==> config.mk <==
export PLATFORM = sky130hd
export DESIGN_NAME = byte_stack_with_search_core_flat
export DESIGN_NICKNAME = d
export VERILOG_FILES = /design/src/hdl/bss_pkg.sv /design/src/hdl/bss_in_if.sv /design/src/hdl/bss_out_if.sv /design/src/hdl/bss_ctrl.sv /design/src/hdl/bss_dp.sv /design/src/hdl/byte_stack_with_search_core.sv /design/src/flat_wrapper.sv
export SDC_FILE = /design/constraint.sdc
export NUM_CORES = 1
export LEC_CHECK = 0
export ABC_AREA = 1
export BUFFER_PORTS_ARGS = -buffer_cell sky130_fd_sc_hd__buf_2
export CAP_MARGIN = 20
export CORE_UTILIZATION = 40
export DETAILED_ROUTE_END_ITERATION = 7
export PLACE_DENSITY = 0.57
export SETUP_SLACK_MARGIN = 0.15
export SLEW_MARGIN = 20
export SYNTH_ARGS = -nofsm -noshare
export SYNTH_HDL_FRONTEND = slang
export SYNTH_HIERARCHICAL = 1
export SYNTH_SLANG_ARGS = --single-unit
==> constraint.sdc <==
create_clock -name clk -period 7.4 [get_ports clk]
set_clock_uncertainty 0.15 [all_clocks]
set_input_delay 0.74 -clock clk [delete_from_list [all_inputs] [get_ports clk]]
set_output_delay 0.74 -clock clk [all_outputs]
set_load 0.03 [all_outputs]
==> src/hdl/bss_pkg.sv <==
// ----------------------------------------------------------------------------
// bss_pkg
// Field widths, operation and status codes, and controller/datapath structs
// for the byte stack with search.
// ----------------------------------------------------------------------------
package bss_pkg;

  localparam int DEPTH_DEF = 64;

  localparam int MODE_W   = 2;
  localparam int BYTE_W   = 8;
  localparam int STATUS_W = 2;
  localparam int POS_W    = 6;
  localparam int COUNT_W  = 7;

  // operation codes
  localparam logic [MODE_W-1:0] MODE_PUSH   = 2'd0;
  localparam logic [MODE_W-1:0] MODE_POP    = 2'd1;
  localparam logic [MODE_W-1:0] MODE_PEEK   = 2'd2;
  localparam logic [MODE_W-1:0] MODE_SEARCH = 2'd3;

  // status codes
  localparam logic [STATUS_W-1:0] ST_OK       = 2'd0;
  localparam logic [STATUS_W-1:0] ST_EMPTY    = 2'd1;
  localparam logic [STATUS_W-1:0] ST_FULL     = 2'd2;
  localparam logic [STATUS_W-1:0] ST_NOTFOUND = 2'd3;

  // read address sources
  localparam logic [1:0] RD_TOP   = 2'd0;
  localparam logic [1:0] RD_FIRST = 2'd1;
  localparam logic [1:0] RD_NEXT  = 2'd2;

  // result kinds
  localparam logic [2:0] RK_FULL     = 3'd0;
  localparam logic [2:0] RK_EMPTY    = 3'd1;
  localparam logic [2:0] RK_PUSH     = 3'd2;
  localparam logic [2:0] RK_READ     = 3'd3;
  localparam logic [2:0] RK_FOUND    = 3'd4;
  localparam logic [2:0] RK_NOTFOUND = 3'd5;

  typedef struct packed {
    logic       take;
    logic       wr_en;
    logic       fill_inc;
    logic       fill_dec;
    logic       rd_en;
    logic [1:0] rd_src;
    logic       idx_clr;
    logic       idx_inc;
    logic       res_load;
    logic [2:0] res_kind;
    logic       out_load;
  } ctl_cmd_t;

  typedef struct packed {
    logic              in_valid;
    logic [MODE_W-1:0] mode;
    logic              empty;
    logic              full;
    logic              match;
    logic              scan_last;
    logic              out_free;
  } dp_sts_t;

endpackage

==> src/hdl/bss_in_if.sv <==
// ----------------------------------------------------------------------------
// bss_in_if
// Request channel: one stack operation per request.
// ----------------------------------------------------------------------------
interface bss_in_if;
  logic                         valid;
  logic                         ready;
  logic [bss_pkg::MODE_W-1:0]   mode;
  logic [bss_pkg::BYTE_W-1:0]   value;

  modport source (output valid, output mode, output value, input ready);
  modport sink   (input valid, input mode, input value, output ready);
endinterface

==> src/hdl/bss_out_if.sv <==
// ----------------------------------------------------------------------------
// bss_out_if
// Result channel: one result per request.
// ----------------------------------------------------------------------------
interface bss_out_if;
  logic                           valid;
  logic                           ready;
  logic [bss_pkg::STATUS_W-1:0]   status;
  logic [bss_pkg::BYTE_W-1:0]     data;
  logic [bss_pkg::POS_W-1:0]      position;
  logic [bss_pkg::COUNT_W-1:0]    count;
  logic                           is_empty;

  modport source (output valid, output status, output data, output position,
                  output count, output is_empty, input ready);
  modport sink   (input valid, input status, input data, input position,
                  input count, input is_empty, output ready);
endinterface

==> src/hdl/bss_ctrl.sv <==
// ----------------------------------------------------------------------------
// bss_ctrl
// Controller: sequences one request at a time through execute, memory read,
// search scan and result hand-off.
// ----------------------------------------------------------------------------
module bss_ctrl (
  input  logic               clk,
  input  logic               rst,
  input  bss_pkg::dp_sts_t   sts,
  output bss_pkg::ctl_cmd_t  cmd,
  output logic               in_ready
);
  import bss_pkg::*;

  localparam logic [2:0] S_IDLE = 3'd0;
  localparam logic [2:0] S_EXEC = 3'd1;
  localparam logic [2:0] S_READ = 3'd2;
  localparam logic [2:0] S_SCAN = 3'd3;
  localparam logic [2:0] S_DONE = 3'd4;

  logic [2:0] state;
  logic [2:0] state_next;

  always_ff @(posedge clk) begin
    if (rst) begin
      state <= S_IDLE;
    end else begin
      state <= state_next;
    end
  end

  assign in_ready = (state == S_IDLE);

  always_comb begin
    cmd        = '0;
    state_next = state;
    unique case (state)
      S_IDLE: begin
        if (sts.in_valid) begin
          cmd.take   = 1'b1;
          state_next = S_EXEC;
        end
      end
      S_EXEC: begin
        unique case (sts.mode)
          MODE_PUSH: begin
            cmd.res_load = 1'b1;
            state_next   = S_DONE;
            if (sts.full) begin
              cmd.res_kind = RK_FULL;
            end else begin
              cmd.res_kind = RK_PUSH;
              cmd.wr_en    = 1'b1;
              cmd.fill_inc = 1'b1;
            end
          end
          MODE_POP, MODE_PEEK: begin
            if (sts.empty) begin
              cmd.res_load = 1'b1;
              cmd.res_kind = RK_EMPTY;
              state_next   = S_DONE;
            end else begin
              cmd.rd_en  = 1'b1;
              cmd.rd_src = RD_TOP;
              state_next = S_READ;
            end
          end
          default: begin
            if (sts.empty) begin
              cmd.res_load = 1'b1;
              cmd.res_kind = RK_EMPTY;
              state_next   = S_DONE;
            end else begin
              cmd.rd_en   = 1'b1;
              cmd.rd_src  = RD_FIRST;
              cmd.idx_clr = 1'b1;
              state_next  = S_SCAN;
            end
          end
        endcase
      end
      S_READ: begin
        cmd.res_load = 1'b1;
        cmd.res_kind = RK_READ;
        cmd.fill_dec = (sts.mode == MODE_POP);
        state_next   = S_DONE;
      end
      S_SCAN: begin
        priority if (sts.match) begin
          cmd.res_load = 1'b1;
          cmd.res_kind = RK_FOUND;
          state_next   = S_DONE;
        end else if (sts.scan_last) begin
          cmd.res_load = 1'b1;
          cmd.res_kind = RK_NOTFOUND;
          state_next   = S_DONE;
        end else begin
          // advance to the next entry up
          cmd.idx_inc = 1'b1;
          cmd.rd_en   = 1'b1;
          cmd.rd_src  = RD_NEXT;
        end
      end
      S_DONE: begin
        if (sts.out_free) begin
          cmd.out_load = 1'b1;
          state_next   = S_IDLE;
        end
      end
      default: begin
        state_next = S_IDLE;
      end
    endcase
  end

endmodule

==> src/hdl/bss_dp.sv <==
// ----------------------------------------------------------------------------
// bss_dp
// Datapath: entry memory with one registered read port, fill counter, scan
// index, result register and output register.
// ----------------------------------------------------------------------------
module bss_dp #(
  parameter int DEPTH = bss_pkg::DEPTH_DEF
) (
  input  logic                           clk,
  input  logic                           rst,
  input  bss_pkg::ctl_cmd_t              cmd,
  output bss_pkg::dp_sts_t               sts,
  input  logic                           in_valid,
  input  logic [bss_pkg::MODE_W-1:0]     in_mode,
  input  logic [bss_pkg::BYTE_W-1:0]     in_value,
  output logic                           out_valid,
  input  logic                           out_ready,
  output logic [bss_pkg::STATUS_W-1:0]   out_status,
  output logic [bss_pkg::BYTE_W-1:0]     out_data,
  output logic [bss_pkg::POS_W-1:0]      out_position,
  output logic [bss_pkg::COUNT_W-1:0]    out_count,
  output logic                           out_is_empty
);
  import bss_pkg::*;

  localparam int AW = (DEPTH > 1) ? $clog2(DEPTH) : 1;
  localparam int FW = $clog2(DEPTH + 1);

  logic [BYTE_W-1:0]   mem [DEPTH];
  logic [BYTE_W-1:0]   rd_data;
  logic [AW-1:0]       rd_addr;

  logic [FW-1:0]       fill;
  logic [AW-1:0]       idx;
  logic [MODE_W-1:0]   op_mode;
  logic [BYTE_W-1:0]   op_value;

  logic [STATUS_W-1:0] res_status;
  logic [BYTE_W-1:0]   res_data;
  logic [AW-1:0]       res_pos;

  always_comb begin
    unique case (cmd.rd_src)
      RD_TOP:   rd_addr = AW'(fill - FW'(1));
      RD_FIRST: rd_addr = '0;
      RD_NEXT:  rd_addr = idx + AW'(1);
      default:  rd_addr = '0;
    endcase
  end

  always_ff @(posedge clk) begin
    if (cmd.wr_en) begin
      mem[fill[AW-1:0]] <= op_value;
    end
    if (cmd.rd_en) begin
      rd_data <= mem[rd_addr];
    end
  end

  always_ff @(posedge clk) begin
    if (rst) begin
      fill <= '0;
    end else if (cmd.fill_inc) begin
      fill <= fill + FW'(1);
    end else if (cmd.fill_dec) begin
      fill <= fill - FW'(1);
    end
  end

  always_ff @(posedge clk) begin
    if (cmd.take) begin
      op_mode  <= in_mode;
      op_value <= in_value;
    end
    if (cmd.idx_clr) begin
      idx <= '0;
    end else if (cmd.idx_inc) begin
      idx <= idx + AW'(1);
    end
  end

  always_ff @(posedge clk) begin
    if (cmd.res_load) begin
      res_status <= ST_OK;
      res_data   <= '0;
      res_pos    <= '0;
      unique case (cmd.res_kind)
        RK_FULL:     res_status <= ST_FULL;
        RK_EMPTY:    res_status <= ST_EMPTY;
        RK_PUSH:     res_data   <= op_value;
        RK_READ:     res_data   <= rd_data;
        RK_FOUND:    res_pos    <= idx;
        RK_NOTFOUND: res_status <= ST_NOTFOUND;
        default:     res_status <= ST_OK;
      endcase
    end
  end

  // output register; count reflects the fill after the operation
  always_ff @(posedge clk) begin
    if (rst) begin
      out_valid <= 1'b0;
    end else if (cmd.out_load) begin
      out_valid <= 1'b1;
    end else if (out_ready) begin
      out_valid <= 1'b0;
    end
  end

  always_ff @(posedge clk) begin
    if (cmd.out_load) begin
      out_status   <= res_status;
      out_data     <= res_data;
      out_position <= POS_W'(res_pos);
      out_count    <= COUNT_W'(fill);
      out_is_empty <= (fill == '0);
    end
  end

  always_comb begin
    sts.in_valid  = in_valid;
    sts.mode      = op_mode;
    sts.empty     = (fill == '0);
    sts.full      = (fill == FW'(DEPTH));
    sts.match     = (rd_data == op_value);
    sts.scan_last = ((FW'(idx) + FW'(1)) == fill);
    sts.out_free  = !out_valid || out_ready;
  end

endmodule

==> src/hdl/byte_stack_with_search_core.sv <==
// A byte-wide LIFO stack of DEPTH entries with a linear search from the
// bottom. Requests are handled one at a time; a result waits in an output
// register so the next request is taken while it is unread. A push (full or
// not) or a pop or peek on an empty stack passes through the execute and
// done states; a pop or peek that reads also passes through the read state,
// and a search steps through the scan state one entry at a time, stopping
// at the hit or, on a miss, after the top entry. The entry memory has a
// single registered read port serving every read, each scan step included.
// Storage comes up undefined and needs no clearing pass.
// ----------------------------------------------------------------------------
// byte_stack_with_search_core
// Top level: controller and datapath joined by command and status structs.
// ----------------------------------------------------------------------------
module byte_stack_with_search_core #(
  parameter int DEPTH = bss_pkg::DEPTH_DEF
) (
  input logic     clk,
  input logic     rst,
  bss_in_if.sink  item,
  bss_out_if.source result
);
  import bss_pkg::*;

  ctl_cmd_t cmd;
  dp_sts_t  sts;
  logic     in_ready;

  assign item.ready = in_ready;

  bss_ctrl u_ctrl (
    .clk      (clk),
    .rst      (rst),
    .sts      (sts),
    .cmd      (cmd),
    .in_ready (in_ready)
  );

  bss_dp #(
    .DEPTH (DEPTH)
  ) u_dp (
    .clk          (clk),
    .rst          (rst),
    .cmd          (cmd),
    .sts          (sts),
    .in_valid     (item.valid),
    .in_mode      (item.mode),
    .in_value     (item.value),
    .out_valid    (result.valid),
    .out_ready    (result.ready),
    .out_status   (result.status),
    .out_data     (result.data),
    .out_position (result.position),
    .out_count    (result.count),
    .out_is_empty (result.is_empty)
  );

endmodule

==> src/flat_wrapper.sv <==
// flat-port wrapper written by rule: the top's interface ports become plain ports
module byte_stack_with_search_core_flat import bss_pkg::*;
#(
  parameter int DEPTH = bss_pkg::DEPTH_DEF
)
  (clk, rst, item_valid, item_mode, item_value, item_ready, result_valid, result_status, result_data, result_position, result_count, result_is_empty, result_ready);
  bss_in_if item_i ();
  bss_out_if result_i ();
  input logic clk;
  input logic rst;
  input wire logic [$bits(item_i.valid)-1:0] item_valid;
  input wire logic [$bits(item_i.mode)-1:0] item_mode;
  input wire logic [$bits(item_i.value)-1:0] item_value;
  output wire logic [$bits(item_i.ready)-1:0] item_ready;
  output wire logic [$bits(result_i.valid)-1:0] result_valid;
  output wire logic [$bits(result_i.status)-1:0] result_status;
  output wire logic [$bits(result_i.data)-1:0] result_data;
  output wire logic [$bits(result_i.position)-1:0] result_position;
  output wire logic [$bits(result_i.count)-1:0] result_count;
  output wire logic [$bits(result_i.is_empty)-1:0] result_is_empty;
  input wire logic [$bits(result_i.ready)-1:0] result_ready;
  assign item_i.valid = item_valid;
  assign item_i.mode = item_mode;
  assign item_i.value = item_value;
  assign item_ready = item_i.ready;
  assign result_valid = result_i.valid;
  assign result_status = result_i.status;
  assign result_data = result_i.data;
  assign result_position = result_i.position;
  assign result_count = result_i.count;
  assign result_is_empty = result_i.is_empty;
  assign result_i.ready = result_ready;
  byte_stack_with_search_core #(.DEPTH(DEPTH)) u_core (.clk(clk), .rst(rst), .item(item_i), .result(result_i));
endmodule
==> metrics.json, run 1 <==
{
  "status": {"value": "finished, final reports clean"},
  "timing.critical_path.cells": {"value": "inv_1, nand2_1, nor2_1, clkinv_1, nor4_1, inv_1, nand2_1, nor2_4, nor2_2, nand2_1, nand2_4, clkinv_2, buf_4, buf_4, nand3_1, nand3_1, nand3_1, nand3_1, nand3_1, nand2_1"},
  "register_share_of_total_power": {"value": 0.464},
  "detail_route.drc_violations": {"value": 0},
  "power.share.clock": {"value": 0.391},
  "layout.cells.most_common": {"value": "sky130_fd_sc_hd__edfxtp_1"},
  "final_design_area_no_fill": {"value": 0.0289, "unit": "sq mm"},
  "synthSimpleGateAreaFrac": {"value": 0.240},
  "starting_density_of_the_core": {"value": 0.404},
  "dominant_combinational_cell_family_by_area_after_synthesis": {"value": "simple AND/OR/NAND/NOR gates"},
  "grt_first_pass_wirelength": {"value": 108000, "unit": "um"},
  "timing.critical_path.from_type": {"value": "flip-flop"},
  "drt_first_pass_iters": {"value": 6},
  "irDropWorstVdd": {"value": 181, "unit": "uV"},
  "timing_hold_violations_final": {"value": 0},
  "timing.hold.worst.class": {"value": "in2reg"},
  "synth.yosys.seq_area_share": {"value": 0.672},
  "power.switching_fraction": {"value": 0.270},
  "mappedNetlistArea": {"value": 0.0260, "unit": "sq mm"},
  "power_leakage": {"value": 11.0, "unit": "nW"},
  "timing.final.max_slew_violations": {"value": 0},
  "h_tree_lvl_count": {"value": 2},
  "placed_area": {"value": 0.0268, "unit": "sq mm"},
  "cts_post_setup_buffers_inserted": {"value": 0},
  "reg2reg_from": {"value": "u_core/u_dp/fill[5]"},
  "cellPowerDensity": {"value": 284, "unit": "mW/mm^2"},
  "cts_resized": {"value": 0},
  "drt.antenna.violating_nets": {"value": 0},
  "cts_made_buffers": {"value": 61},
  "detailedPlacementHpwl": {"value": 41900, "unit": "um"},
  "yosys.area_share.adder": {"value": 0.00337},
  "grt_antenna_before_repair": {"value": 0},
  "design.core.area": {"value": 0.0643, "unit": "sq mm"},
  "cts.reportedPaths.clkPinSlew": {"value": 60, "unit": "ps"},
  "finalWorstPathRequiredPeriod": {"value": 5980, "unit": "ps"},
  "total_power": {"value": 8.19, "unit": "mW"},
  "r2r.worst_path.cells": {"value": 20},
  "n_antenna_cell": {"value": 0},
  "most_frequent_cells_in_the_layout": {"value": "sky130_fd_sc_hd__edfxtp_1, sky130_fd_sc_hd__nand3_1, sky130_fd_sc_hd__nand2_1, sky130_fd_sc_hd__inv_1, sky130_fd_sc_hd__nand3b_1"},
  "critPathBufInv": {"value": 6},
  "r2r_end": {"value": "u_core/u_dp/rd_data[4]"},
  "grt_pass1_vias": {"value": 17069},
  "dp_cells": {"value": 3137},
  "holdBufCountCts": {"value": 0},
  "ys_async_sr_fraction": {"value": 0},
  "synth_compound_area_frac": {"value": 0.0125},
  "synth_area_per_cell": {"value": 11.0, "unit": "sq um"},
  "top_level_ports": {"value": 40},
  "vias": {"value": 17440},
  "drt_wl_total": {"value": 71700, "unit": "um"},
  "synth.top_cell.area_share": {"value": 0.659},
  "syn_to_final_growth": {"value": 11.1, "unit": "%"},
  "power_report.internal_total": {"value": 5.98, "unit": "mW"},
  "cpPeakStageDelay": {"value": 860, "unit": "ps"},
  "clk_root_buffer_cell": {"value": "sky130_fd_sc_hd__clkbuf_16"},
  "grt_use_total": {"value": 0.217},
  "synth_area_leaders": {"value": "sky130_fd_sc_hd__edfxtp_1, sky130_fd_sc_hd__nand3_1, sky130_fd_sc_hd__nand2_1"},
  "comb_power_share": {"value": 0.144},
  "slew_of_the_pin_with_the_lowest_slew_margin": {"value": 1110, "unit": "ps"},
  "rsz0062_at_grt": {"value": "no"},
  "multi_input_comb_area": {"value": 0.00681, "unit": "sq mm"},
  "die_width": {"value": 257, "unit": "um"},
  "avgViaCountPerCell": {"value": 5.36},
  "synth_warnings": {"value": 6},
  "grt_max_degree": {"value": 197},
  "synth_edf_count": {"value": 570},
  "cts_tree": {"value": "done"},
  "finalSetupViolations": {"value": 0},
  "critPathTopFamily": {"value": "simple AND/OR/NAND/NOR gates"},
  "place.port_buffers": {"value": 39},
  "multiplexer_share_of_the_synthesized_area": {"value": 0},
  "final_util": {"value": 0.449},
  "ys_seq_elements": {"value": 587},
  "gp_congestion": {"value": 0.909},
  "worst_skew_pair.late_latency": {"value": 640, "unit": "ps"},
  "fillerInstances": {"value": 6008},
  "die-area": {"value": 0.0660, "unit": "sq mm"},
  "synth_ff_type": {"value": "sky130_fd_sc_hd__edfxtp_1"},
  "fraction_of_synthesized_cell_area_in_xor_and_xnor_cells": {"value": 0.00404},
  "dr.first_iter.drc_count": {"value": 1839},
  "critical_path_maximum_fanout": {"value": 63},
  "nets": {"value": 2366},
  "synth_fp_nets": {"value": 2383},
  "die_h": {"value": 257, "unit": "um"},
  "hold_end": {"value": "u_core/u_dp/op_mode[1]"},
  "maxCapViolations": {"value": 0},
  "endpoint_kind": {"value": "flip-flop"},
  "rrSetupSlack": {"value": 1420, "unit": "ps"},
  "fin_setup_tns": {"value": 0, "unit": "ps"},
  "synth_cell_types": {"value": 37},
  "sequential_cell_area": {"value": 0.0175, "unit": "sq mm"},
  "cts.path.max_buffers": {"value": 3},
  "timing.critical_path.arrival": {"value": 6200, "unit": "ps"},
  "total_switching_power": {"value": 2.21, "unit": "mW"},
  "final_cells": {"value": 3251},
  "critPathSlowestCell": {"value": "sky130_fd_sc_hd__clkinv_2"},
  "min_from": {"value": "item_mode[1]"},
  "layout_worst_path_cycle_share": {"value": 0.809},
  "wl_per_cell": {"value": 22.1, "unit": "um"},
  "timing_worst_setup_path_type": {"value": "reg2reg"},
  "timing.hold.worst_path_depth": {"value": 1},
  "synthesis.instances": {"value": 2362},
  "grt-ovfl-total": {"value": 0},
  "crit_top_cell": {"value": "sky130_fd_sc_hd__nand3_1"},
  "rows": {"value": 93},
  "slew-limit-headroom": {"value": 0.263},
  "critical_path_required": {"value": 7620, "unit": "ps"},
  "post-synth-top-area-cell": {"value": "sky130_fd_sc_hd__edfxtp_1"},
  "cts.sink_count": {"value": 587},
  "timing.fmax": {"value": 0.167, "unit": "GHz"},
  "drive_above_1_share": {"value": 0.0764}
}
cell families after synthesis:
logic type                 count (synthesis)
DFF                                      587
adders and majority gates                  7
AOI/OAI and AO/OA                         53
and+or+nand+nor                         1287
xor gates and xnor gates                  12
buffers and inverters                    416
stage by stage:
stage               worst slack [ps]  hold WS (ps)
finish                          1420           138
CTS                             1500           105
detailed placement              1520           255
global placement                1470           252
global route                     979           118
floorplan                       3530           250
Yosys cell counts, types with 6 or more instances:
master	count
sky130_fd_sc_hd__nor3_1	9
sky130_fd_sc_hd__inv_2	9
sky130_fd_sc_hd__dfxtp_1	17
sky130_fd_sc_hd__ha_1	7
sky130_fd_sc_hd__nor2_1	95
sky130_fd_sc_hd__xor2_1	9
sky130_fd_sc_hd__a21oi_1	14
sky130_fd_sc_hd__clkbuf_1	18
sky130_fd_sc_hd__nand3b_1	173
sky130_fd_sc_hd__nand2_1	461
sky130_fd_sc_hd__nand3_1	519
sky130_fd_sc_hd__edfxtp_1	570
sky130_fd_sc_hd__o22ai_1	9
sky130_fd_sc_hd__inv_1	266
sky130_fd_sc_hd__buf_2	93
sky130_fd_sc_hd__buf_4	27
sky130_fd_sc_hd__o21ai_0	18
sky130_fd_sc_hd__nand4_1	6
power groups by stage:
| stage | combinational (mW) | sequential, mW | clock [mW] |
|---|---|---|---|
| after global routing | 1.29 | 3.81 | 3.39 |
| after CTS | 1.18 | 3.80 | 3.27 |
| final | 1.18 | 3.80 | 3.21 |
| after global placement | 1.17 | 3.87 | 0 |
| after floorplan | 0.727 | 3.91 | 0 |
| after detailed placement | 1.18 | 3.87 | 0 |
flip-flops by register name (all words and copies together) (netlist names):
signal / cells
u_core/u_dp/mem: 512
u_core/u_dp/out_status: 2
u_core/u_dp/idx: 6
u_core/u_dp/op_mode: 2
u_core/u_dp/rd_data: 8
u_core/u_ctrl/state: 3
u_core/u_dp/out_position: 6
u_core/u_dp/out_count: 7
u_core/u_dp/op_value: 8
u_core/u_dp/res_data: 8
u_core/u_dp/out_data: 8
u_core/u_dp/out_valid: 1
u_core/u_dp/fill: 7
u_core/u_dp/out_is_empty: 1
u_core/u_dp/res_status: 2
u_core/u_dp/res_pos: 6
final cells by class:
cell class / instances / area share
Sequential cell: 587 / 0.605
Multi-Input combinational cell: 1359 / 0.236
Clock buffer: 80 / 0.0575
Tap cell: 855 / 0.0371
Inverter: 277 / 0.0361
Clock inverter: 34 / 0.0154
Timing Repair Buffer: 59 / 0.0133
per-layer routing:
layer	wire length [um]	track usage	vias to the layer above	part of all wire
li1	-	-	8111	-
met1	29800	0.291	8540	0.42
met2	34200	0.357	671	0.48
met3	5290	0.0318	118	0.074
met4	2470	0.0807	0	0.034
met5	0	0	-	0
worst max-delay path by stage:
| stage | slack [ps] | endpoint | cells past startpoint | from |
|---|---|---|---|---|
| floorplan | 3530 | u_core/u_dp/out_count[0] | 4 | result_ready |
| global placement | 1470 | u_core/u_dp/rd_data[0] | 20 | u_core/u_dp/fill[5] |
| detailed placement | 1520 | u_core/u_dp/rd_data[4] | 20 | u_core/u_dp/fill[5] |
| CTS | 1500 | u_core/u_dp/rd_data[4] | 20 | u_core/u_dp/fill[5] |
| global route | 980 | u_core/u_dp/rd_data[4] | 20 | u_core/u_dp/fill[5] |
| finish | 1420 | u_core/u_dp/rd_data[4] | 20 | u_core/u_dp/fill[5] |
No activity file was read; power rests on OpenSTA's default activity.
==> run 2, diff against run 1 <==
- PLACE_DENSITY: 0.57 -> 0.59
- clock period: 7.4 -> 5.5 ns (I/O delays scaled with it)
==> metrics.json, run 2 (synthesis gave the netlist of run 1 again) <==
{
  "rsz0062_at_grt": {"value": "no", "change": "unchanged"},
  "timing.hold.worst.class": {"value": "in2reg", "change": "unchanged"},
  "timing.hold.worst_path_depth": {"value": 4, "change": "was 1"},
  "h_tree_lvl_count": {"value": 2, "change": "unchanged"},
  "detail_route.drc_violations": {"value": 0, "change": "unchanged"},
  "min_from": {"value": "result_ready", "change": "was item_mode[1]"},
  "n_antenna_cell": {"value": 0, "change": "unchanged"},
  "grt-ovfl-total": {"value": 0, "change": "unchanged"},
  "grt_antenna_before_repair": {"value": 0, "change": "unchanged"},
  "dp_slack": {"value": 603, "unit": "ps", "change": "was 1520 ps"},
  "r2r_end": {"value": "u_core/u_dp/rd_data[7]", "change": "was u_core/u_dp/rd_data[4]"},
  "grt_first_pass_wirelength": {"value": 109000, "unit": "um", "change": "was 108000 um"},
  "slew-limit-headroom": {"value": 0.335, "change": "was 0.263"},
  "cts.sink_count": {"value": 587, "change": "unchanged"},
  "timing_hold_violations_final": {"value": 0, "change": "unchanged"},
  "timing.final.max_slew_violations": {"value": 0, "change": "unchanged"},
  "detailedPlacementHpwl": {"value": 41900, "unit": "um", "change": "about the same"},
  "cts_tree": {"value": "done", "change": "unchanged"},
  "fin_setup_tns": {"value": 0, "unit": "ps", "change": "unchanged"},
  "grt_max_degree": {"value": 130, "change": "was 197"},
  "avgViaCountPerCell": {"value": 5.37, "change": "was 5.36"},
  "most_frequent_cells_in_the_layout": {"value": "sky130_fd_sc_hd__edfxtp_1, sky130_fd_sc_hd__nand3_1, sky130_fd_sc_hd__nand2_1, sky130_fd_sc_hd__inv_1, sky130_fd_sc_hd__nand3b_1", "change": "unchanged"},
  "drive_above_1_share": {"value": 0.0772, "change": "was 0.0764"},
  "die-area": {"value": 0.0660, "unit": "sq mm", "change": "unchanged"},
  "timing.critical_path.arrival": {"value": 5350, "unit": "ps", "change": "was 6200 ps"},
  "layout.cells.most_common": {"value": "sky130_fd_sc_hd__edfxtp_1", "change": "unchanged"},
  "finalSetupViolations": {"value": 0, "change": "unchanged"},
  "worst_skew_pair.late_latency": {"value": 640, "unit": "ps", "change": "about the same"},
  "clk_root_buffer_cell": {"value": "sky130_fd_sc_hd__clkbuf_16", "change": "unchanged"},
  "cts.reportedPaths.clkPinSlew": {"value": 60, "unit": "ps", "change": "about the same"},
  "hold_end": {"value": "u_core/u_dp/out_valid", "change": "was u_core/u_dp/op_mode[1]"},
  "cts_resized": {"value": 0, "change": "unchanged"},
  "rows": {"value": 93, "change": "unchanged"},
  "finalWorstPathRequiredPeriod": {"value": 5000, "unit": "ps", "change": "was 5980 ps"},
  "drt_first_pass_iters": {"value": 8, "change": "was 6"},
  "cellPowerDensity": {"value": 369, "unit": "mW/mm^2", "change": "was 284 mW/mm^2"},
  "timing.fmax": {"value": 0.200, "unit": "GHz", "change": "was 0.167 GHz"},
  "vias": {"value": 17517, "change": "was 17440"},
  "critical_path_required": {"value": 5850, "unit": "ps", "change": "was 7620 ps"},
  "die_h": {"value": 257, "unit": "um", "change": "unchanged"},
  "critical_path_maximum_fanout": {"value": 58, "change": "was 63"},
  "r2r.worst_path.cells": {"value": 20, "change": "unchanged"},
  "timing_worst_setup_path_type": {"value": "reg2reg", "change": "unchanged"},
  "grt_use_total": {"value": 0.217, "change": "about the same"},
  "timing.critical_path.from_type": {"value": "flip-flop", "change": "unchanged"},
  "design.core.area": {"value": 0.0643, "unit": "sq mm", "change": "unchanged"},
  "top_level_ports": {"value": 40, "change": "unchanged"},
  "die_width": {"value": 257, "unit": "um", "change": "unchanged"},
  "cts_made_buffers": {"value": 60, "change": "was 61"},
  "dr.first_iter.drc_count": {"value": 1817, "change": "was 1839"},
  "power_leakage": {"value": 11.0, "unit": "nW", "change": "about the same"},
  "rrSetupSlack": {"value": 500, "unit": "ps", "change": "was 1420 ps"},
  "setup_slack": {"value": 501, "unit": "ps", "change": "was 1420 ps"},
  "cts.path.max_buffers": {"value": 3, "change": "unchanged"},
  "nets": {"value": 2384, "change": "was 2366"},
  "status": {"value": "finished, final reports clean", "change": "unchanged"},
  "syn_to_final_growth": {"value": 11.1, "unit": "%", "change": "about the same"},
  "layout_worst_path_cycle_share": {"value": 0.909, "change": "was 0.809"},
  "endpoint_kind": {"value": "flip-flop", "change": "unchanged"},
  "starting_density_of_the_core": {"value": 0.404, "change": "unchanged"},
  "slew_of_the_pin_with_the_lowest_slew_margin": {"value": 994, "unit": "ps", "change": "was 1110 ps"},
  "maxCapViolations": {"value": 0, "change": "unchanged"},
  "grt_pass1_vias": {"value": 17231, "change": "was 17069"},
  "largest_register_ffs": {"value": 512, "change": "unchanged"},
  "wl_per_cell": {"value": 21.8, "unit": "um", "change": "was 22.1 um"},
  "irDropWorstVdd": {"value": 245, "unit": "uV", "change": "was 181 uV"},
  "place.port_buffers": {"value": 39, "change": "unchanged"},
  "drt.antenna.violating_nets": {"value": 0, "change": "unchanged"},
  "gp_congestion": {"value": 0.926, "change": "was 0.909"},
  "drt_wl_total": {"value": 71200, "unit": "um", "change": "was 71700 um"},
  "reg2reg_from": {"value": "u_core/u_dp/fill[4]", "change": "was u_core/u_dp/fill[5]"}
}
[run 2: cell types whose count changed in the layout (fill, tap and decap cells not counted), sizes merged, moves of 2 or more]
cell / delta
clkinv: +5
bufinv: -6
dlygate4sd3: +10
clkbuf: -9
clkinvlp: +2
buf: +9
[run 2: worst max path at each step]
stage,from,to,cells after the start
2_1_floorplan,result_ready,u_core/u_dp/out_count[0],4
3_3_place_gp,u_core/u_dp/fill[4],u_core/u_dp/rd_data[1],19
3_5_place_dp,u_core/u_dp/fill[5],u_core/u_dp/rd_data[7],19
4_1_cts,u_core/u_dp/fill[5],u_core/u_dp/rd_data[1],19
5_1_grt,u_core/u_dp/fill[4],u_core/u_dp/rd_data[1],19
6_report,u_core/u_dp/fill[4],u_core/u_dp/rd_data[7],20
[run 2: cell type report]
| type | count | area (sq um) |
|---|---|---|
| clock buffer | 71 | 1580 |
| clock inverter | 36 | 284 |
| fill | 5907 | 35500 |
| inverter | 277 | 1040 |
| multi-input combinational | 1359 | 6810 |
| sequential | 587 | 17500 |
| tap | 855 | 1070 |
| timing repair buffer | 78 | 626 |
[run 2: metrics by stage]
stage	cell area, sq um	power (mW)	std cells	hold WS [ps]	util
6_report	28900	10.6	3263	50.2	0.449
5_1_grt	28900	11.0	3263	62.9	0.449
4_1_cts	28900	10.7	3263	16.3	0.449
3_5_place_dp	26900	6.81	3146	258	0.418
3_3_place_gp	26900	6.80	3146	252	0.418
2_1_floorplan	26000	6.24	2362	250	-
[run 2: per-layer routing]
metal	routed length (um)	vias to the layer above	track usage
met5	0	-	0
met1	30100	8614	0.296
met4	2520	0	0.0822
li1	-	8138	-
met3	4800	115	0.0267
met2	33800	650	0.354
[run 2: timing repair]
item / in CTS / in global routing
endpoints found under the hold margin: 10 / 0
setup buffers: 0 / 0
hold buffers: 10 / 0
[run 2: power breakdown]
group	internal [mW]	switching, mW	total, mW	leakage [nW]
clock	2.22	1.69	3.91	0.919
sequential	5.06	0.0614	5.12	5.28
combinational	0.421	1.19	1.61	4.77
[run 2: critical path: stages (launching register included)]
cell and delay [ps]:
sky130_fd_sc_hd__dfxtp_1 450, sky130_fd_sc_hd__inv_1 230, sky130_fd_sc_hd__nand2_1 120, sky130_fd_sc_hd__nor2_1 110, sky130_fd_sc_hd__clkinv_1 350, sky130_fd_sc_hd__nor4_1 600
sky130_fd_sc_hd__inv_1 180, sky130_fd_sc_hd__nand2_1 150, sky130_fd_sc_hd__nor2_4 70, sky130_fd_sc_hd__nor2_2 300, sky130_fd_sc_hd__nand2_8 330, sky130_fd_sc_hd__nand2_8 390
sky130_fd_sc_hd__buf_4 360, sky130_fd_sc_hd__nand2_1 90, sky130_fd_sc_hd__nand2_1 100, sky130_fd_sc_hd__nand2_1 60, sky130_fd_sc_hd__nand3_1 100, sky130_fd_sc_hd__nand3_1 150
sky130_fd_sc_hd__nand3_1 150, sky130_fd_sc_hd__nand3_1 210, sky130_fd_sc_hd__nand2_1 150
==> run 3, diff against run 2 <==
- PLACE_DENSITY: 0.59 -> default
==> metrics.json, run 3 (synthesis gave the netlist of run 1 again) <==
{
  "status": {"value": "finished, final reports clean", "change": "unchanged"},
  "vias": {"value": 17802, "change": "was 17517"},
  "fillerInstances": {"value": 5876, "change": "was 5907"},
  "dr.first_iter.drc_count": {"value": 2036, "change": "was 1817"},
  "clk_root_buffer_cell": {"value": "sky130_fd_sc_hd__clkbuf_16", "change": "unchanged"},
  "drt.antenna.violating_nets": {"value": 0, "change": "unchanged"},
  "h_tree_lvl_count": {"value": 2, "change": "unchanged"},
  "r2r_end": {"value": "u_core/u_dp/rd_data[7]", "change": "unchanged"},
  "slew-limit-headroom": {"value": 0.267, "change": "was 0.335"},
  "most_frequent_cells_in_the_layout": {"value": "sky130_fd_sc_hd__edfxtp_1, sky130_fd_sc_hd__nand3_1, sky130_fd_sc_hd__nand2_1, sky130_fd_sc_hd__inv_1, sky130_fd_sc_hd__nand3b_1", "change": "unchanged"},
  "timing.critical_path.arrival": {"value": 5210, "unit": "ps", "change": "was 5350 ps"},
  "sequential_cell_area": {"value": 0.0175, "unit": "sq mm", "change": "unchanged"},
  "power_leakage": {"value": 11.0, "unit": "nW", "change": "about the same"},
  "cts.path.max_buffers": {"value": 3, "change": "unchanged"},
  "fin_setup_tns": {"value": 0, "unit": "ps", "change": "unchanged"},
  "layout_worst_path_cycle_share": {"value": 0.907, "change": "was 0.909"},
  "drt_first_pass_iters": {"value": 6, "change": "was 8"},
  "n_antenna_cell": {"value": 0, "change": "unchanged"},
  "top_level_ports": {"value": 40, "change": "unchanged"},
  "critical_path_required": {"value": 5720, "unit": "ps", "change": "was 5850 ps"},
  "place.port_buffers": {"value": 39, "change": "unchanged"},
  "timing.final.max_slew_violations": {"value": 0, "change": "unchanged"},
  "hold_end": {"value": "u_core/u_ctrl/state[1]", "change": "was u_core/u_dp/out_valid"},
  "worst_skew_pair.late_latency": {"value": 640, "unit": "ps", "change": "about the same"},
  "multi_input_comb_area": {"value": 0.00683, "unit": "sq mm", "change": "was 0.00681 sq mm"},
  "cellPowerDensity": {"value": 375, "unit": "mW/mm^2", "change": "was 369 mW/mm^2"},
  "detailedPlacementHpwl": {"value": 40900, "unit": "um", "change": "was 41900 um"},
  "timing_worst_setup_path_type": {"value": "reg2reg", "change": "unchanged"},
  "cts_made_buffers": {"value": 59, "change": "was 60"},
  "irDropWorstVdd": {"value": 277, "unit": "uV", "change": "was 245 uV"},
  "endpoint_kind": {"value": "flip-flop", "change": "unchanged"},
  "detail_route.drc_violations": {"value": 0, "change": "unchanged"},
  "rrSetupSlack": {"value": 510, "unit": "ps", "change": "was 500 ps"},
  "die_h": {"value": 257, "unit": "um", "change": "unchanged"},
  "timing.hold.worst.class": {"value": "in2reg", "change": "unchanged"},
  "critPathLaunch": {"value": "u_core/u_dp/fill[5]", "change": "was u_core/u_dp/fill[4]"},
  "design.core.area": {"value": 0.0643, "unit": "sq mm", "change": "unchanged"},
  "min_from": {"value": "rst", "change": "was result_ready"},
  "largest_register_ffs": {"value": 512, "change": "unchanged"},
  "timing.critical_path.from_type": {"value": "flip-flop", "change": "unchanged"},
  "rsz0062_at_grt": {"value": "no", "change": "unchanged"},
  "nets": {"value": 2388, "change": "was 2384"},
  "grt_use_total": {"value": 0.211, "change": "was 0.217"},
  "maxCapViolations": {"value": 0, "change": "unchanged"},
  "reg2reg_from": {"value": "u_core/u_dp/fill[5]", "change": "was u_core/u_dp/fill[4]"},
  "timing_hold_violations_final": {"value": 0, "change": "unchanged"},
  "die-area": {"value": 0.0660, "unit": "sq mm", "change": "unchanged"},
  "r2r.worst_path.cells": {"value": 19, "change": "was 20"},
  "critical_path_maximum_fanout": {"value": 51, "change": "was 58"},
  "timing.hold.worst_path_depth": {"value": 2, "change": "was 4"},
  "wl_per_cell": {"value": 21.5, "unit": "um", "change": "was 21.8 um"},
  "layout.cells.most_common": {"value": "sky130_fd_sc_hd__edfxtp_1", "change": "unchanged"},
  "die_width": {"value": 257, "unit": "um", "change": "unchanged"},
  "grt_first_pass_wirelength": {"value": 106000, "unit": "um", "change": "was 109000 um"},
  "grt_max_degree": {"value": 193, "change": "was 130"},
  "timing.fmax": {"value": 0.200, "unit": "GHz", "change": "about the same"},
  "finalWorstPathRequiredPeriod": {"value": 4990, "unit": "ps", "change": "was 5000 ps"},
  "finalSetupViolations": {"value": 0, "change": "unchanged"},
  "drive_above_1_share": {"value": 0.0795, "change": "was 0.0772"},
  "syn_to_final_growth": {"value": 11.6, "unit": "%", "change": "was 11.1%"},
  "cts_post_setup_buffers_inserted": {"value": 0, "change": "unchanged"},
  "final_design_area_no_fill": {"value": 0.0290, "unit": "sq mm", "change": "was 0.0289 sq mm"},
  "placed_area": {"value": 0.0269, "unit": "sq mm", "change": "about the same"},
  "final_util": {"value": 0.451, "change": "was 0.449"},
  "drt_wl_total": {"value": 70400, "unit": "um", "change": "was 71200 um"},
  "rows": {"value": 93, "change": "unchanged"},
  "grt_antenna_before_repair": {"value": 0, "change": "unchanged"},
  "cts.reportedPaths.clkPinSlew": {"value": 60, "unit": "ps", "change": "about the same"},
  "grt-ovfl-total": {"value": 0, "change": "unchanged"},
  "cts_tree": {"value": "done", "change": "unchanged"},
  "avgViaCountPerCell": {"value": 5.44, "change": "was 5.37"},
  "slew_of_the_pin_with_the_lowest_slew_margin": {"value": 1100, "unit": "ps", "change": "was 994 ps"},
  "starting_density_of_the_core": {"value": 0.404, "change": "unchanged"},
  "gp_congestion": {"value": 0.897, "change": "was 0.926"},
  "grt_pass1_vias": {"value": 16955, "change": "was 17231"},
  "cts.sink_count": {"value": 587, "change": "unchanged"}
}
run 3: changes by cell type in the layout (fill, tap and decap cells not counted), moves of 2 or more:
cell / change
sky130_fd_sc_hd__clkinvlp_4: +2
sky130_fd_sc_hd__clkinv_2: -6
sky130_fd_sc_hd__clkinv_1: -5
sky130_fd_sc_hd__buf_4: +5
sky130_fd_sc_hd__clkbuf_1: +7
sky130_fd_sc_hd__bufinv_16: +4
run 3: routing by layer:
| metal | vias to the layer above | wire length [um] | part of all wire | GRT usage |
|---|---|---|---|---|
| li1 | 8154 | - | - | - |
| met1 | 8716 | 29400 | 0.42 | 0.288 |
| met2 | 781 | 32500 | 0.46 | 0.331 |
| met3 | 151 | 5440 | 0.077 | 0.0337 |
| met4 | 0 | 3030 | 0.043 | 0.0961 |
| met5 | - | 0 | 0 | 0 |
run 3: power breakdown:
group          internal [mW]  switching (mW)  total (mW)
combinational          0.424            1.23        1.65
clock                   2.39            1.73        4.12
sequential              5.06          0.0567        5.11
total                   7.87            3.01        10.9
run 3: metrics by stage:
stage               setup WS [ps]  hold WS [ps]  total power, mW  instances
floorplan                    1820           250             6.24       2362
global placement              302           256             6.83       3150
detailed placement            175           257             6.83       3150
CTS                           366          41.8             10.9       3269
global route                  176          70.0             11.2       3270
finish                        512          67.5             10.9       3270
run 3: critical path, cell delays in order (launching register included):
cell and delay (ps):
sky130_fd_sc_hd__dfxtp_1 410, sky130_fd_sc_hd__inv_1 260, sky130_fd_sc_hd__nand2_1 180, sky130_fd_sc_hd__nor2_1 120, sky130_fd_sc_hd__clkinv_1 380, sky130_fd_sc_hd__nor4_2 460, sky130_fd_sc_hd__inv_1 170, sky130_fd_sc_hd__nand2_1 140
sky130_fd_sc_hd__nor2_4 70, sky130_fd_sc_hd__nor2_2 300, sky130_fd_sc_hd__nand2_8 330, sky130_fd_sc_hd__nand2_8 400, sky130_fd_sc_hd__buf_4 380, sky130_fd_sc_hd__nand2_1 90, sky130_fd_sc_hd__nand3_1 100, sky130_fd_sc_hd__nand3_1 110
sky130_fd_sc_hd__nand3_1 120, sky130_fd_sc_hd__nand3_1 210, sky130_fd_sc_hd__nand3_1 250, sky130_fd_sc_hd__nand2_1 70
run 3: cell type report:
class / instances / share of cell area
inverter: 277 / 0.0359
clock inverter: 33 / 0.0136
multi-input combinational: 1360 / 0.235
sequential: 587 / 0.602
tap: 855 / 0.0369
clock buffer: 76 / 0.0542
timing repair buffer: 82 / 0.0222
run 3: worst max-delay path by stage:
stage | endpoint | slack [ps] | depth (start not counted)
3_5_place_dp | u_core/u_dp/rd_data[7] | 170 | 19
2_1_floorplan | u_core/u_dp/out_count[0] | 1820 | 4
4_1_cts | u_core/u_dp/rd_data[7] | 370 | 19
5_1_grt | u_core/u_dp/rd_data[7] | 180 | 19
3_3_place_gp | u_core/u_dp/rd_data[7] | 300 | 19
6_report | u_core/u_dp/rd_data[7] | 510 | 19
run 3: what timing repair did:
item	in CTS	in global routing
hold buffers	10	0
cloned	0	1
endpoints found under the setup margin	1	8
pin swaps	0	1
hold endpoints to repair	10	0
gates resized for setup	1	0
